--- src/hdl/ctt_pkg.sv ---
// Package for the Content-Type tokenizer: character codes, record kinds,
// parse phase codes and helper functions. No dependencies.
package ctt_pkg;

  localparam int unsigned MaxStringBytesDefault = 4096;

  // Width of every length and offset field on the result channel.
  localparam int unsigned LenW = 13;

  localparam logic [7:0] ChSemi  = 8'h3B;
  localparam logic [7:0] ChEqual = 8'h3D;
  localparam logic [7:0] ChQuote = 8'h22;
  localparam logic [7:0] ChTab   = 8'h09;
  localparam logic [7:0] ChCr    = 8'h0D;
  localparam logic [7:0] ChSpace = 8'h20;

  localparam logic [1:0] KindType  = 2'd0;
  localparam logic [1:0] KindPair  = 2'd1;
  localparam logic [1:0] KindDone  = 2'd2;
  localparam logic [1:0] KindError = 2'd3;

  localparam logic [1:0] PhaseType  = 2'd0;
  localparam logic [1:0] PhaseKey   = 2'd1;
  localparam logic [1:0] PhaseValue = 2'd2;

  function automatic logic is_blank(input logic [7:0] ch);
    return (ch == ChSpace) || (ch == ChTab) || (ch == ChCr);
  endfunction

  function automatic logic is_term(input logic [7:0] ch);
    return (ch == ChSemi) || (ch == ChSpace) || (ch == ChTab);
  endfunction

endpackage

--- src/hdl/content_type_tokenizer.sv ---
// Content-Type tokenizer: one input register, the parse step, one result register.
// Depends on ctt_pkg for character codes, record kinds and phase codes.
//
// An accepted item passes from the input register through the parse step into the result register.
// One item per cycle while the output is not stalled; the parse state updates in a single step per byte.
// An item causes at most one result; bytes inside a string that finish nothing give none.
// Reset (rst_ni low, asynchronous) empties both registers and clears the parse state.
module content_type_tokenizer #(
  parameter int unsigned MAX_STRING_BYTES = ctt_pkg::MaxStringBytesDefault
) (
  input  logic                      clk_i,
  input  logic                      rst_ni,
  input  logic                      in_valid_i,
  output logic                      in_stall_o,
  input  logic [7:0]                char_byte_i,
  input  logic                      end_of_string_i,
  output logic                      out_valid_o,
  input  logic                      out_stall_i,
  output logic [1:0]                record_kind_o,
  output logic [ctt_pkg::LenW-1:0]  type_length_o,
  output logic [ctt_pkg::LenW-1:0]  key_start_o,
  output logic [ctt_pkg::LenW-1:0]  key_length_o,
  output logic [ctt_pkg::LenW-1:0]  value_start_o,
  output logic [ctt_pkg::LenW-1:0]  value_length_o,
  output logic                      final_record_o
);

  // Offsets reach MAX_STRING_BYTES + 1 at most.
  localparam int unsigned PosW = $clog2(MAX_STRING_BYTES + 2);
  localparam int unsigned LenW = ctt_pkg::LenW;
  localparam logic [PosW-1:0] PosLimit = PosW'(MAX_STRING_BYTES);
  localparam logic [PosW-1:0] PosOne = PosW'(1);

  // Input register.
  logic       s1_valid_q, s1_valid_d;
  logic [7:0] s1_char_q;
  logic       s1_eos_q;

  // Parse state.
  logic [1:0]      phase_q, phase_d;
  logic            in_quote_q, in_quote_d;
  logic [PosW-1:0] run_q, run_d;
  logic [PosW-1:0] pos_q, pos_d;
  logic [PosW-1:0] kbeg_q, kbeg_d;
  logic [PosW-1:0] klen_q, klen_d;
  logic [PosW-1:0] vbeg_q, vbeg_d;
  logic            skip_q, skip_d;
  logic            qpend_q, qpend_d;
  logic            failed_q, failed_d;

  // Result register.
  logic            out_valid_q, out_valid_d;
  logic [1:0]      kind_q, kind_d;
  logic [PosW-1:0] tlen_q, tlen_d;
  logic [PosW-1:0] ks_q, ks_d;
  logic [PosW-1:0] kl_q, kl_d;
  logic [PosW-1:0] vs_q, vs_d;
  logic [PosW-1:0] vl_q, vl_d;
  logic            final_q, final_d;
  logic            rec_valid;

  logic out_free, s1_fire, in_fire, byte_go;

  assign out_free   = !out_valid_q || !out_stall_i;
  assign s1_fire    = s1_valid_q && out_free;
  assign in_stall_o = s1_valid_q && !out_free;
  assign in_fire    = in_valid_i && !in_stall_o;
  assign s1_valid_d = in_fire || (s1_valid_q && !s1_fire);

  always_comb begin
    phase_d    = phase_q;
    in_quote_d = in_quote_q;
    run_d      = run_q;
    pos_d      = pos_q;
    kbeg_d     = kbeg_q;
    klen_d     = klen_q;
    vbeg_d     = vbeg_q;
    skip_d     = skip_q;
    qpend_d    = qpend_q;
    failed_d   = failed_q;
    rec_valid  = 1'b0;
    kind_d     = ctt_pkg::KindDone;
    tlen_d     = '0;
    ks_d       = '0;
    kl_d       = '0;
    vs_d       = '0;
    vl_d       = '0;
    final_d    = 1'b0;
    byte_go    = 1'b1;

    if (failed_q) begin
      // Rest of a failed string is swallowed.
    end else if (pos_q >= PosLimit) begin
      failed_d  = 1'b1;
      rec_valid = 1'b1;
      kind_d    = ctt_pkg::KindError;
      final_d   = 1'b1;
    end else begin
      // Resolve a quote seen on the previous byte now that its successor is known.
      if (qpend_q) begin
        qpend_d = 1'b0;
        if (ctt_pkg::is_term(s1_char_q) && in_quote_q) begin
          vbeg_d     = vbeg_q + PosOne;
          in_quote_d = 1'b0;
        end else begin
          run_d = run_q + PosOne;
        end
      end

      if (skip_q) begin
        if (ctt_pkg::is_blank(s1_char_q)) begin
          byte_go = 1'b0;
          if (phase_q == ctt_pkg::PhaseKey) begin
            kbeg_d = pos_q + PosOne;
          end else begin
            vbeg_d = pos_q + PosOne;
          end
        end else begin
          skip_d = 1'b0;
        end
      end

      if (byte_go) begin
        unique case (phase_q)
          ctt_pkg::PhaseType: begin
            if (ctt_pkg::is_term(s1_char_q)) begin
              rec_valid = 1'b1;
              kind_d    = ctt_pkg::KindType;
              tlen_d    = run_d;
              run_d     = '0;
              phase_d   = ctt_pkg::PhaseKey;
              skip_d    = 1'b1;
              kbeg_d    = pos_q + PosOne;
            end else begin
              run_d = run_d + PosOne;
            end
          end
          ctt_pkg::PhaseKey: begin
            if (s1_char_q == ctt_pkg::ChEqual) begin
              klen_d  = run_d;
              run_d   = '0;
              phase_d = ctt_pkg::PhaseValue;
              skip_d  = 1'b1;
              vbeg_d  = pos_q + PosOne;
            end else if (!ctt_pkg::is_blank(s1_char_q)) begin
              run_d = run_d + PosOne;
            end else if (run_d != '0) begin
              failed_d  = 1'b1;
              rec_valid = 1'b1;
              kind_d    = ctt_pkg::KindError;
              final_d   = 1'b1;
            end
          end
          default: begin
            if (ctt_pkg::is_term(s1_char_q) && !in_quote_d) begin
              rec_valid = 1'b1;
              kind_d    = ctt_pkg::KindPair;
              ks_d      = kbeg_d;
              kl_d      = klen_d;
              vs_d      = vbeg_d;
              vl_d      = run_d;
              run_d     = '0;
              klen_d    = '0;
              phase_d   = ctt_pkg::PhaseKey;
              skip_d    = 1'b1;
              kbeg_d    = pos_q + PosOne;
            end else if (s1_char_q == ctt_pkg::ChQuote) begin
              if (run_d == '0) begin
                in_quote_d = 1'b1;
              end else if (s1_eos_q) begin
                // No byte follows, so the end of the string decides the quote.
                if (in_quote_d) begin
                  vbeg_d     = vbeg_d + PosOne;
                  in_quote_d = 1'b0;
                end else begin
                  run_d = run_d + PosOne;
                end
              end else begin
                qpend_d = 1'b1;
              end
            end else begin
              run_d = run_d + PosOne;
            end
          end
        endcase
      end

      pos_d = pos_q + PosOne;

      // The end of the string closes an open media type or value like a ';'.
      if (!failed_d && s1_eos_q && !(phase_d == ctt_pkg::PhaseKey && skip_d)) begin
        if (phase_d == ctt_pkg::PhaseType) begin
          rec_valid = 1'b1;
          kind_d    = ctt_pkg::KindType;
          tlen_d    = run_d;
        end else if (phase_d == ctt_pkg::PhaseValue && !in_quote_d) begin
          rec_valid = 1'b1;
          kind_d    = ctt_pkg::KindPair;
          ks_d      = kbeg_d;
          kl_d      = klen_d;
          vs_d      = vbeg_d;
          vl_d      = run_d;
        end
      end

      if (!failed_d && s1_eos_q) begin
        rec_valid = 1'b1;
        final_d   = 1'b1;
      end
    end

    if (s1_eos_q) begin
      phase_d    = ctt_pkg::PhaseType;
      in_quote_d = 1'b0;
      run_d      = '0;
      pos_d      = '0;
      kbeg_d     = '0;
      klen_d     = '0;
      vbeg_d     = '0;
      skip_d     = 1'b0;
      qpend_d    = 1'b0;
      failed_d   = 1'b0;
    end
  end

  always_comb begin
    if (out_free) begin
      out_valid_d = s1_fire && rec_valid;
    end else begin
      out_valid_d = out_valid_q;
    end
  end

  always_ff @(posedge clk_i or negedge rst_ni) begin
    if (!rst_ni) begin
      s1_valid_q  <= 1'b0;
      out_valid_q <= 1'b0;
      phase_q     <= ctt_pkg::PhaseType;
      in_quote_q  <= 1'b0;
      run_q       <= '0;
      pos_q       <= '0;
      kbeg_q      <= '0;
      klen_q      <= '0;
      vbeg_q      <= '0;
      skip_q      <= 1'b0;
      qpend_q     <= 1'b0;
      failed_q    <= 1'b0;
    end else begin
      s1_valid_q  <= s1_valid_d;
      out_valid_q <= out_valid_d;
      if (s1_fire) begin
        phase_q    <= phase_d;
        in_quote_q <= in_quote_d;
        run_q      <= run_d;
        pos_q      <= pos_d;
        kbeg_q     <= kbeg_d;
        klen_q     <= klen_d;
        vbeg_q     <= vbeg_d;
        skip_q     <= skip_d;
        qpend_q    <= qpend_d;
        failed_q   <= failed_d;
      end
    end
  end

  always_ff @(posedge clk_i) begin
    if (in_fire) begin
      s1_char_q <= char_byte_i;
      s1_eos_q  <= end_of_string_i;
    end
    if (s1_fire && out_free) begin
      kind_q  <= kind_d;
      tlen_q  <= tlen_d;
      ks_q    <= ks_d;
      kl_q    <= kl_d;
      vs_q    <= vs_d;
      vl_q    <= vl_d;
      final_q <= final_d;
    end
  end

  assign out_valid_o    = out_valid_q;
  assign record_kind_o  = kind_q;
  assign type_length_o  = LenW'(tlen_q);
  assign key_start_o    = LenW'(ks_q);
  assign key_length_o   = LenW'(kl_q);
  assign value_start_o  = LenW'(vs_q);
  assign value_length_o = LenW'(vl_q);
  assign final_record_o = final_q;

  // An error or done record always closes its string.
  a_error_final : assert property (@(posedge clk_i) disable iff (!rst_ni)
    out_valid_o && (record_kind_o == ctt_pkg::KindError || record_kind_o == ctt_pkg::KindDone)
    |-> final_record_o)
    else $error("error or done record without final flag");

  // A pending quote decision only exists while a value is being read.
  a_qpend_value : assert property (@(posedge clk_i) disable iff (!rst_ni)
    qpend_q |-> (phase_q == ctt_pkg::PhaseValue))
    else $error("pending quote outside value phase");

  // The last byte of a string returns the parser to its start.
  a_eos_restart : assert property (@(posedge clk_i) disable iff (!rst_ni)
    s1_fire && s1_eos_q |=> (pos_q == '0) && (phase_q == ctt_pkg::PhaseType) && !failed_q)
    else $error("state not cleared after end of string");

  // The byte position never runs past the string limit.
  a_pos_bound : assert property (@(posedge clk_i) disable iff (!rst_ni)
    pos_q <= PosLimit)
    else $error("position beyond string limit");

  // A failed string produces no further records until it ends.
  a_failed_silent : assert property (@(posedge clk_i) disable iff (!rst_ni)
    s1_fire && failed_q |=> !out_valid_o)
    else $error("record produced after failure");

endmodule
--- config.mk ---
export PLATFORM = sky130hd
export DESIGN_NAME = content_type_tokenizer
export DESIGN_NICKNAME = d
export VERILOG_FILES = /design/src/hdl/ctt_pkg.sv /design/src/hdl/content_type_tokenizer.sv
export SDC_FILE = /design/constraint.sdc
export NUM_CORES = 1
export LEC_CHECK = 0
export ABC_CLOCK_PERIOD_IN_PS = 4040
export BUFFER_PORTS_ARGS = -buffer_cell sky130_fd_sc_hd__buf_2
export CORE_ASPECT_RATIO = 0.6
export CORE_UTILIZATION = 45
export CTS_CLUSTER_SIZE = 16
export DETAILED_ROUTE_END_ITERATION = 7
export PLACE_DENSITY = 0.77
export SYNTH_ARGS = -nofsm -noshare
export SYNTH_HDL_FRONTEND = slang
export SYNTH_SLANG_ARGS = --single-unit
export TNS_END_PERCENT = 50
--- constraint.sdc ---
create_clock -name clk_i -period 4.04 [get_ports clk_i]
set_clock_uncertainty 0.2 [all_clocks]
set_input_delay 0.606 -clock clk_i [delete_from_list [all_inputs] [get_ports clk_i]]
set_output_delay 0.606 -clock clk_i [all_outputs]
set_load 0.02 [all_outputs]
# == After elaboration in Yosys (flattened, before gate mapping) ==
# Cells that the tools add are included.
# W data, S select, Z words.
# totals
register_bits,150
latch_bits,0
ramBits,0
rom_bits,0
input_bits,13
output_inout_bits,70
mem_count,0
# classes
addsub,5
n_mul,0
div_mod_pow,0
n_lt_le_gt_ge,1
eq_ne,11
n_shift,0
n_mux,166
n_bitwise,0
n_reduce_logical,34
# ops
op,count
$mux W13,80
$pmux W13 S2,4
$add A13 B1 Y13 const B,5
$mux W1,63
$eq A8 B6 Y1 const B,4
$mux W2,15
$eq A8 B4 Y1 const B,2
$ge A13 B13 Y1 const B,1
$logic_not A13 Y1,1
$reduce_bool A13 Y1,1
$logic_and A1 B1 Y1,12
$logic_not A1 Y1,9
$pmux W2 S2,2
$logic_or A1 B1 Y1,6
$eq A2 B1 Y1 const B,2
$logic_not A2 Y1,2
$ne A2 B2 Y1 const B,2
$pmux W1 S2,2
$reduce_or A2 Y1,2
$reduce_and A3 Y1,1
$eq A2 B2 Y1 const B,1

# == Longest topological paths before layout ==
# Gate-level depths: netlist of run 1.
# logic_depth
ltp_word,25
ltp_mapped,16

# == Worst setup path before layout of run 1 ==
# OpenSTA, ideal clock, no wires.
# synth_timing
path_type,flip-flop to flip-flop
from,reg s1_char_q[4]
to,"reg tlen_q[4], in the netlist type_length_o[4], data pin"
arrival_ps,3842
required_ps,3566
slack_ps,-276
path_stages_with_launch,14
path_buffers,2
path_cell_list,edfxtp_1 > or4_1 > a211oi_2 > nor3_1 > clkbuf_1 > xnor2_1 > ha_1 > o211ai_1 > nor4_2 > buf_4 > a21oi_2 > a41o_1 > a221oi_2 > o22ai_1
# synth_via
elab_chain_cells,20
# synth_rtl
item,line,source
from (decl),content_type_tokenizer.sv:36,logic [7:0] s1_char_q;
from (signal assigned),content_type_tokenizer.sv:268,s1_char_q <= char_byte_i;
branches (longest 19 deep; another with $add A13 B1 Y13),--,
$mux W13 (*),content_type_tokenizer.sv:191,if (!failed_d && s1_eos_q && !(phase_d == ctt_pkg::PhaseKey && skip_d)) begin
to (signal assigned),content_type_tokenizer.sv:273,tlen_q <= tlen_d;
to (decl),content_type_tokenizer.sv:54,"logic [PosW-1:0] tlen_q, tlen_d;"
# Mark *: on every way between the ends. The select of a mux whose other input is x is not followed.
# A chain may end at the register's enable or synchronous reset.

# == Worst setup path after layout of run 1 ==
# layout_timing
from,reg s1_char_q[4]
to,"reg tlen_q[8], in the netlist type_length_o[8], data pin"
# The elaborated chain is that of the path after synthesis.

==> impl_metrics.csv, run 1 <==
group,metric,value,unit
pwr,total_power_density_per_cell_area,331,mW/mm^2
placement,dpl.hpwl,24300,um
global_routing,antenna_found_initial,0,
floorplanning,placeableCoreArea,0.0201,mm^2
yosys,net_count_of_the_mapped_netlist,1049,
critical_path,worstSetupStartpointType,"flop",
route,totalWireLength,33800,um
timing,clock.fmax,252,MHz
critical_path,cp_slowest_stage_delay,0.59,ns
clock_tree,cts.root.buffer_cell,"clkbuf_16",
critical_path,cp-end-kind,"flop",
timing,fin_crit_sh,98.0,%
clock_tree,htree_levels,4,
timing,tns,0,ns
timing,timing_max_transition_violations_final,0,
yosys,synthFlopType,"edfxtp_1",
yosys,post_synth_instance_area,0.00930,mm^2
pwr,p_comb_share,15.2,%
critical_path,kind_of_critical_path,"flop to flop",
floorplanning,rows,40,
timing,final_period_minus_worst_setup_slack,3.96,ns
critical_path,r2r.worst_path.cells,14,
pwr,total_switching_power,1.17,mW
outcome,run_status,"complete, no violations",
yosys,netlist.area_leader.share,24.9,%
clock_tree,cts.sinks,150,
yosys,synthesis.area_per_instance,9.04,um^2
floorplanning,die_height,113,um
pwr,max-vdd-ir-drop,0.000306,V
layout,fraction_of_the_core_area_covered_by_cells_at_the_end_of_the_flow,57.7,%
route,vias,9525,
timing,final_hold_slack,0.136,ns
route,initialDrtViolationCount,1743,
flow_run,max_cap_violations,0,
pwr,seq_power_share,45.0,%
yosys,yosys_warnings,0,
min_path,worst_hold_depth,1,
route,avgViaCountPerCell,6.39,
critical_path,worst_r2r_endpoint,"type_length_o[8]$_SDFFCE_PP0P_",
pwr,static-leakage-power,4.72,nW
clock_tree,clkTransAtPathRegs,0.07,ns
global_routing,wire_length_of_the_first_global_routing_pass,51100,um
yosys,synthArstFlopShare,48.7,%
min_path,worstHoldPathType,"input port to flop",
critical_path,r2r_start,"s1_char_q[4]$_DFFE_PP_",
critical_path,worst_ep_arrival_time,4.03,ns
layout,drive_above_1_share,25.2,%
timing,slew-limit-headroom,25.5,%
floorplanning,dieArea,0.0213,mm^2
critical_path,cp-startpoint,"s1_char_q[4]$_DFFE_PP_",
route,final_antenna_net_count,0,
floorplanning,ios,83,
clock_tree,clk_buf_depth,2,
global_routing,largest_net_degree_at_the_start_of_global_routing,74,
pwr,internal-power,2.67,mW
route,avgRoutedWirePerCell,22.7,um
route,drt_pre_antenna_iters,7,
critical_path,crit_path_max_fanout,8,
layout,areaGrowthSynthToFinish,24.8,%
min_path,min-delay-start,"char_byte_i[3]",
yosys,synth-seq-area-share,44.5,%
route,drt_drc_violations_left,0,
yosys,yosys-top-cells-area,"edfxtp_1, dfrtp_1, nand2_1, o21ai_0, nor2_1",
yosys,synth_enable_flop_cells,77,
clock_tree,clkLatencyLatePin,0.45,ns
critical_path,required,4.11,ns
yosys,synthDominantAreaCellType,"edfxtp_1",
pwr,clock_power_share,39.8,%
clock_tree,cts_tree,"yes",
floorplanning,die-width,188,um
layout,num-nets-final,1224,
yosys,syn_inst,1029,
placement,io_buffers,82,
layout,antenna_cells_inserted,0,
timing,tightest_slew,1.11,ns
min_path,worst_hold_path.endpoint,"s1_char_q[3]$_DFFE_PP_",
critical_path,crit_top_cell,"buf_4",
critical_path,critical_path.cell_chain,"or4_4 > a211oi_4 > nor3_2 > xnor2_2 > buf_4 > inv_1 > ha_1 > a21boi_1 > buf_4 > and4_1 > and3_1 > a31oi_2 > a21boi_0 > o21ai_1",
placement,globalplace.congestion,0.995,
clock_tree,tritoncts.num_buffers,17,
timing,report.final.hold_viol_count,0,
timing,setup_viol_count_final,0,
yosys,synth-seq-cells,150,
critical_path,critical-path-slowest-cell,"or4_4",
pwr,swShare,30.5,%
floorplanning,initial_util,46.2,%
critical_path,r2r_slack,0.08,ns
yosys,netlist-cell-type-count,84,
clock_tree,cts_hold_buf,0,
global_routing,globalRouteOverflowTotal,0,
global_routing,grt_pass1_vias,8470,
global_routing,grtUsageTotal,31.9,%
## area by class of cell
type / instances / area (um^2)
clock buffers: 18 / 429
clock inverters: 14 / 114
fillers: 1783 / 8510
inverters: 22 / 82.6
multi-input cells: 792 / 5030
flip-flops and latches: 150 / 4140
well taps: 273 / 342
repair buffers: 221 / 1480
## what timing repair did
action,in CTS,in global routing
endpoints found under the setup margin,24,68
buffers inserted,0,8
pin swaps,0,13
resized for setup,8,36
## power groups by stage
stage | combinational, mW | sequential [mW] | clock (mW)
finish | 0.585 | 1.73 | 1.53
detailed placement | 0.549 | 1.76 | 0
global route | 0.611 | 1.74 | 1.61
CTS | 0.553 | 1.73 | 1.55
floorplan | 0.215 | 1.83 | 0
global placement | 0.546 | 1.76 | 0
## cells by family after synthesis
group | share of synthesized area, %
compound gates | 26.2
xor+xnor | 5.19
fa+ha+maj | 0.941
buf+inv | 3.70
flops | 44.5
mux | 1.04
simple gates | 18.4
## sequential cells by signal, indices dropped and copies added, names as in the netlist
name            count
qpend_q             1
value_start_o      13
s1_valid_q          1
key_length_o       13
s1_char_q           8
value_length_o     13
vbeg_q             13
kbeg_q             13
final_record_o      1
type_length_o      13
s1_eos_q            1
out_valid_o         1
key_start_o        13
klen_q             13
phase_q             2
run_q              13
failed_q            1
skip_q              1
in_quote_q          1
record_kind_o       2
pos_q              13
## cells in the mapped netlist (9+ instances only)
library cell / count
clkbuf_1: 52
dfrtp_1: 73
nor2_1: 94
a22oi_1: 21
o211ai_1: 11
o21ai_1: 9
xnor2_1: 22
and2_1: 10
nor3_1: 19
nand4_1: 10
a21oi_1: 62
nor4_1: 11
o22ai_1: 40
edfxtp_1: 77
a22o_1: 32
o21ai_0: 90
inv_1: 21
nand2_1: 139
xor2_1: 30
nand3_1: 29
a211oi_1: 10
## per-layer routing
metal | track usage, % | vias up | routed length [um]
li1 | - | 4225 | -
met1 | 49.7 | 4483 | 15300
met2 | 38.9 | 770 | 12300
met3 | 14.4 | 47 | 5830
met4 | 6.45 | 0 | 353
met5 | 0 | - | 0
## metrics by stage
| stage | cells | area [um^2] | worst slack (ns) | total power, mW |
|---|---|---|---|---|
| after floorplan | 1029 | 9320 | 0.00892 | 2.04 |
| final | 1490 | 11600 | 0.0791 | 3.85 |
| after CTS | 1482 | 11400 | 0.0110 | 3.83 |
| after global routing | 1490 | 11600 | -0.0237 | 3.96 |
| after detailed placement | 1450 | 10800 | -0.127 | 2.31 |
| after global placement | 1450 | 10800 | -0.185 | 2.30 |
## worst max-delay path by stage
stage,end,slack [ns],cells after the start
2_1_floorplan,value_start_o[11]$_SDFFCE_PP0P_,0.009,13
6_report,type_length_o[8]$_SDFFCE_PP0P_,0.08,14
3_3_place_gp,value_start_o[7]$_SDFFCE_PP0P_,-0.19,13
5_1_grt,value_length_o[8]$_SDFFCE_PP0P_,-0.02,17
3_5_place_dp,value_start_o[9]$_SDFFCE_PP0P_,-0.13,11
4_1_cts,value_start_o[7]$_SDFFCE_PP0P_,0.01,13
## placed cells by master, fill, tap and decap left out, types with 21 or more instances in the layout
cell type	n
a22oi_1	21
buf_4	137
o22ai_1	39
xor2_1	30
a21oi_1	60
nand3_1	29
buf_2	81
nor2_1	92
a22o_1	32
nand2_1	137
dfrtp_1	73
edfxtp_1	77
o21ai_0	84
## worst max-delay path: cells and delay by family (launching register included)
kind | cells | cell delay, ns
XOR/XNOR | 1 | 0.30
AO/OA/AOI/OAI | 5 | 1.01
adder cells (fa/ha/maj) | 1 | 0.22
AND/OR/NAND/NOR | 4 | 1.13
buffers and inverters | 3 | 0.51
flip-flops | 1 | 0.40
(Power assumes the default switching activity.)
==> run 2, diff against run 1 <==
==> constraint.sdc (replaced) <==
create_clock -name clk_i -period 4.04 [get_ports clk_i]
set_clock_uncertainty 0.2 [all_clocks]
set_input_delay 0.808 -clock clk_i [delete_from_list [all_inputs] [get_ports clk_i]]
set_output_delay 0.808 -clock clk_i [all_outputs]
set_load 0.02 [all_outputs]
==> impl_metrics.csv, run 2 (same netlist as run 1, synthesis figures left out) <==
group,metric,value,unit
min_path,min-delay-start,"klen_q[6]$_DFFE_PN0P_",
clock_tree,cts.sinks,150,
floorplanning,die-width,188,um
placement,globalplace.congestion,1.00,
timing,report.final.hold_viol_count,0,
timing,slew-limit-headroom,28.6,%
placement,place.detailed.instances,1445,
clock_tree,clk_buf_depth,2,
pwr,static-leakage-power,4.78,nW
critical_path,worst_r2r_endpoint,"value_start_o[12]$_SDFFCE_PP0P_",
critical_path,kind_of_critical_path,"flop to flop",
min_path,worst_hold_path.endpoint,"klen_q[6]$_DFFE_PN0P_",
min_path,worstHoldPathType,"flop to flop",
clock_tree,tritoncts.num_buffers,17,
route,initialDrtViolationCount,1575,
placement,io_buffers,82,
route,vias,9500,
global_routing,grtUsageTotal,32.3,%
floorplanning,ios,83,
timing,clock.fmax,256,MHz
flow_run,max_cap_violations,0,
critical_path,crit_path_max_fanout,5,
floorplanning,rows,40,
timing,fin_crit_sh,96.8,%
timing,rsz_0062_raised_after_global_routing,"true",
global_routing,antenna_found_initial,0,
floorplanning,die_height,113,um
route,final_antenna_net_count,0,
global_routing,wire_length_of_the_first_global_routing_pass,51800,um
layout,drive_above_1_share,25.9,%
clock_tree,cts_hold_buf,0,
layout,non_filler_instances,1495,
pwr,total_power_density_per_cell_area,335,mW/mm^2
pwr,max-vdd-ir-drop,0.000346,V
clock_tree,htree_levels,4,
min_path,worst_hold_depth,2,
critical_path,r2r_start,"s1_char_q[7]$_DFFE_PP_",
layout,n_fill_cell,1775,
timing,timing_max_transition_violations_final,0,
critical_path,cp-end-kind,"flop",
global_routing,globalRouteOverflowTotal,0,
critical_path,required,4.03,ns
route,avgViaCountPerCell,6.35,
layout,most_frequent_standard_cell_in_the_layout_excluding_fill_and_tap_cells,"buf_4",
timing,final_hold_slack,0.289,ns
placement,dpl.hpwl,24100,um
timing,tns,0,ns
layout,most_used_cells_in_the_layout_excluding_fill_and_tap_cells,"buf_4, nand2_1, nor2_1, o21ai_0, buf_2",
timing,setup_viol_count_final,0,
route,drt_drc_violations_left,0,
global_routing,largest_net_degree_at_the_start_of_global_routing,74,
route,drt_pre_antenna_iters,6,
route,avgRoutedWirePerCell,22.7,um
clock_tree,clkTransAtPathRegs,0.06,ns
clock_tree,cts.root.buffer_cell,"clkbuf_16",
timing,final_period_minus_worst_setup_slack,3.91,ns
critical_path,worst_ep_arrival_time,3.90,ns
floorplanning,dieArea,0.0213,mm^2
clock_tree,cts_tree,"yes",
layout,num-nets-final,1229,
critical_path,r2r_slack,0.13,ns
critical_path,worstSetupStartpointType,"flop",
timing,tightest_slew,1.07,ns
clock_tree,clkLatencyLatePin,0.45,ns
global_routing,grt_pass1_vias,8597,
floorplanning,placeableCoreArea,0.0201,mm^2
critical_path,r2r.worst_path.cells,12,
route,totalWireLength,33900,um
layout,antenna_cells_inserted,0,
layout,fraction_of_the_core_area_covered_by_cells_at_the_end_of_the_flow,58.5,%
layout,areaGrowthSynthToFinish,26.4,%
outcome,run_status,"complete, no violations",
floorplanning,initial_util,46.2,%
-- run 2: cell count changes in the layout (fill, tap and decap cells not counted), sizes merged --
cell      previous run  this run
buf                221       226
clkinv               3         6
clkinvlp             4         1
inv                 29        26
clkbuf              18        20
bufinv               0         1
-- run 2: where the power goes --
part           internal [mW]  switching (mW)  total, mW  leakage (nW)
Clock                  0.875           0.700       1.58         0.278
Sequential              1.69          0.0353       1.73          1.79
Combinational          0.214           0.419      0.633          2.72
-- run 2: worst max path at each step --
| stage | startpoint | to | slack (ns) | cells past startpoint |
|---|---|---|---|---|
| 6_report | s1_char_q[7]$_DFFE_PP_ | value_start_o[12]$_SDFFCE_PP0P_ | 0.13 | 12 |
| 5_1_grt | s1_char_q[7]$_DFFE_PP_ | type_length_o[10]$_SDFFCE_PP0P_ | -0.04 | 15 |
| 4_1_cts | s1_char_q[7]$_DFFE_PP_ | value_start_o[10]$_SDFFCE_PP0P_ | 0.03 | 15 |
| 3_5_place_dp | s1_char_q[4]$_DFFE_PP_ | value_start_o[11]$_SDFFCE_PP0P_ | -0.18 | 11 |
| 3_3_place_gp | s1_char_q[4]$_DFFE_PP_ | value_start_o[9]$_SDFFCE_PP0P_ | -0.13 | 11 |
| 2_1_floorplan | s1_char_q[7]$_DFFE_PP_ | value_start_o[11]$_SDFFCE_PP0P_ | 0.009 | 13 |
-- run 2: area by class of cell --
class / instances / area [um^2] / area share [%]
clock buffer: 20 / 447 / 3.80
clock inverter: 12 / 120 / 1.02
inverter: 22 / 82.6 / 0.702
multi-input combinational: 792 / 5090 / 43.3
sequential: 150 / 4140 / 35.2
tap: 273 / 342 / 2.90
timing repair buffer: 226 / 1540 / 13.1
-- run 2: through the flow --
stage | power [mW] | setup WS [ns] | cell area (um^2)
2_1_floorplan | 2.04 | 0.00892 | 9320
3_3_place_gp | 2.30 | -0.126 | 10800
3_5_place_dp | 2.31 | -0.178 | 10800
4_1_cts | 3.87 | 0.0312 | 11400
5_1_grt | 4.06 | -0.0374 | 11800
6_report | 3.94 | 0.129 | 11800
-- run 2: per-layer routing --
layer | GRT usage [%] | vias up | part of all wire [%]
met4 | 6.78 | 0 | 1.1
met1 | 49.1 | 4497 | 45
met5 | 0 | - | 0
met2 | 40.7 | 714 | 37
li1 | - | 4241 | -
met3 | 15.0 | 48 | 16
-- run 2: what timing repair did --
action	4_1_cts	5_1_grt
cloned	0	0
gates resized for setup	7	51
setup buffers	0	18
pin swaps	0	27
hold endpoints to repair	0	0
endpoints found under the setup margin	20	64
-- run 2: worst max-delay path: stages, from the launching register on --
cell and delay [ns]:
edfxtp_1 0.39, or4_4 0.57, buf_4 0.16, a21oi_2 0.15, o2111ai_2 0.15, xnor2_2 0.29
o21ai_0 0.11, buf_4 0.17, or4b_4 0.62, nor3_4 0.22, mux2_2 0.35, a21oi_1 0.17
o21ai_0 0.10
==> run 3, diff against run 2 <==
ABC_CLOCK_PERIOD_IN_PS = 4330   (was 4040)
PLACE_DENSITY = 0.75   (was 0.77)
clock period = 4.33 ns   (was 4.04 ns; I/O delays follow)
==> impl_metrics.csv, run 3 (same netlist as run 1, synthesis figures left out) <==
group,metric,value,unit
critical_path,crit_path_max_fanout,5,
pwr,max-vdd-ir-drop,0.000283,V
route,totalWireLength,32100,um
pwr,static-leakage-power,4.41,nW
outcome,failed_checks,"DRC",
clock_tree,cts_tree,"yes",
global_routing,wire_length_of_the_first_global_routing_pass,49300,um
placement,place.detailed.instances,1404,
critical_path,cp-end-kind,"flop",
critical_path,required,4.30,ns
timing,tightest_slew,1.19,ns
layout,layout.area.seq,0.00414,mm^2
layout,num-nets-final,1170,
pwr,total_power_density_per_cell_area,324,mW/mm^2
critical_path,worst_ep_arrival_time,4.14,ns
pwr,post-layout-total-power,3.59,mW
placement,globalplace.congestion,1.05,
layout,n_fill_cell,1822,
timing,final_hold_slack,0.282,ns
critical_path,r2r_start,"s1_char_q[1]$_DFFE_PP_",
layout,multi_input_comb_area,0.00489,mm^2
route,initialDrtViolationCount,1598,
clock_tree,tritoncts.num_buffers,17,
timing,timing_max_transition_violations_final,0,
layout,areaGrowthSynthToFinish,19.0,%
timing,clock.fmax,240,MHz
clock_tree,clkLatencyLatePin,0.44,ns
global_routing,grtUsageTotal,30.5,%
route,final_antenna_net_count,0,
critical_path,worstSetupStartpointType,"flop",
clock_tree,cts.sinks,150,
route,drt_pre_antenna_iters,8,
flow_run,max_cap_violations,0,
global_routing,largest_net_degree_at_the_start_of_global_routing,74,
min_path,worstHoldPathType,"flop to flop",
critical_path,kind_of_critical_path,"flop to flop",
route,vias,9281,
critical_path,setup.worst_path.end,"value_start_o[9]$_SDFFCE_PP0P_",
timing,setup_viol_count_final,0,
timing,slew-limit-headroom,20.2,%
placement,io_buffers,82,
layout,drive_above_1_share,19.9,%
floorplanning,dieArea,0.0213,mm^2
outcome,run_status,"complete, but fails checks",
timing,fin_crit_sh,96.2,%
critical_path,cp-startpoint,"s1_char_q[1]$_DFFE_PP_",
global_routing,antenna_found_initial,0,
floorplanning,initial_util,46.2,%
route,drt_drc_violations_left,2,
clock_tree,htree_levels,4,
timing,report.final.hold_viol_count,0,
layout,most_frequent_standard_cell_in_the_layout_excluding_fill_and_tap_cells,"nand2_1",
clock_tree,cts.repair_timing.setup_buffer_count,0,
route,avgViaCountPerCell,6.46,
floorplanning,die_height,113,um
global_routing,grt_pass1_vias,8182,
clock_tree,cts.root.buffer_cell,"clkbuf_16",
global_routing,globalRouteOverflowTotal,0,
floorplanning,rows,40,
clock_tree,clkTransAtPathRegs,0.06,ns
critical_path,worst_r2r_endpoint,"value_start_o[9]$_SDFFCE_PP0P_",
clock_tree,clk_buf_depth,2,
timing,final_period_minus_worst_setup_slack,4.17,ns
layout,antenna_cells_inserted,0,
floorplanning,die-width,188,um
timing,rsz_0062_raised_after_global_routing,"true",
route,avgRoutedWirePerCell,22.4,um
floorplanning,placeableCoreArea,0.0201,mm^2
placement,dpl.hpwl,22800,um
layout,most_used_cells_in_the_layout_excluding_fill_and_tap_cells,"nand2_1, nor2_1, o21ai_0, buf_4, buf_2",
critical_path,r2r_slack,0.16,ns
critical_path,r2r.worst_path.cells,10,
floorplanning,ios,83,
layout,non_filler_instances,1436,
[run 3: how the worst min path moves through the flow]
stage / from / endpoint / slack [ns] / cells after the start
floorplan: klen_q[0]$_DFFE_PN0P_ / klen_q[0]$_DFFE_PN0P_ / 0.25 / 2
global placement: klen_q[8]$_DFFE_PN0P_ / klen_q[8]$_DFFE_PN0P_ / 0.26 / 2
detailed placement: klen_q[8]$_DFFE_PN0P_ / klen_q[8]$_DFFE_PN0P_ / 0.27 / 2
CTS: klen_q[8]$_DFFE_PN0P_ / klen_q[8]$_DFFE_PN0P_ / 0.29 / 2
global route: klen_q[11]$_DFFE_PN0P_ / klen_q[11]$_DFFE_PN0P_ / 0.31 / 2
finish: klen_q[1]$_DFFE_PN0P_ / klen_q[1]$_DFFE_PN0P_ / 0.28 / 2
[run 3: repair_timing]
item	4_1_cts	5_1_grt
setup endpoints to repair	0	17
hold buffers	0	0
resized for setup	0	11
[run 3: per-layer routing]
metal  vias up  global-route usage, %  routed length (um)
li1       4130                      -                   -
met1      4378                   47.5               14600
met2       723                   37.9               11800
met3        50                   13.3                5310
met4         0                   5.26                 400
met5         -                      0                   0
[run 3: final cells by class]
type | instances | share of cell area (%)
clock buffers | 19 | 4.00
inverters | 22 | 0.746
clock inverters | 13 | 1.11
flip-flops and latches | 150 | 37.4
multi-input cells | 792 | 44.2
well taps | 273 | 3.09
repair buffers | 167 | 9.50
[run 3: power breakdown]
group          total (mW)  switching [mW]  internal, mW
combinational       0.500           0.350         0.150
sequential           1.62          0.0445          1.58
clock                1.46           0.650         0.813
total                3.59            1.05          2.54
[run 3: critical path, stage by stage (launching register included)]
cell and delay [ns]:
edfxtp_1 0.44, or4_1 0.64, a21oi_2 0.26, o2111ai_1 0.22, xnor2_1 0.27, o21ai_0 0.30, or4b_4 0.63, nor4_1 0.39
xor2_1 0.11, a222oi_1 0.32, o21ai_0 0.14
[run 3: per-stage QoR]
stage               setup WS [ns]  setup TNS (ns)  cell area (um^2)  utilization (%)
floorplan                  0.0144               0              9300                -
global placement           0.0985               0             10500             52.0
detailed placement          0.116               0             10500             52.0
CTS                        0.0990               0             11000             54.8
global route              -0.0769         -0.0769             11100             55.0
finish                      0.163               0             11100             55.0
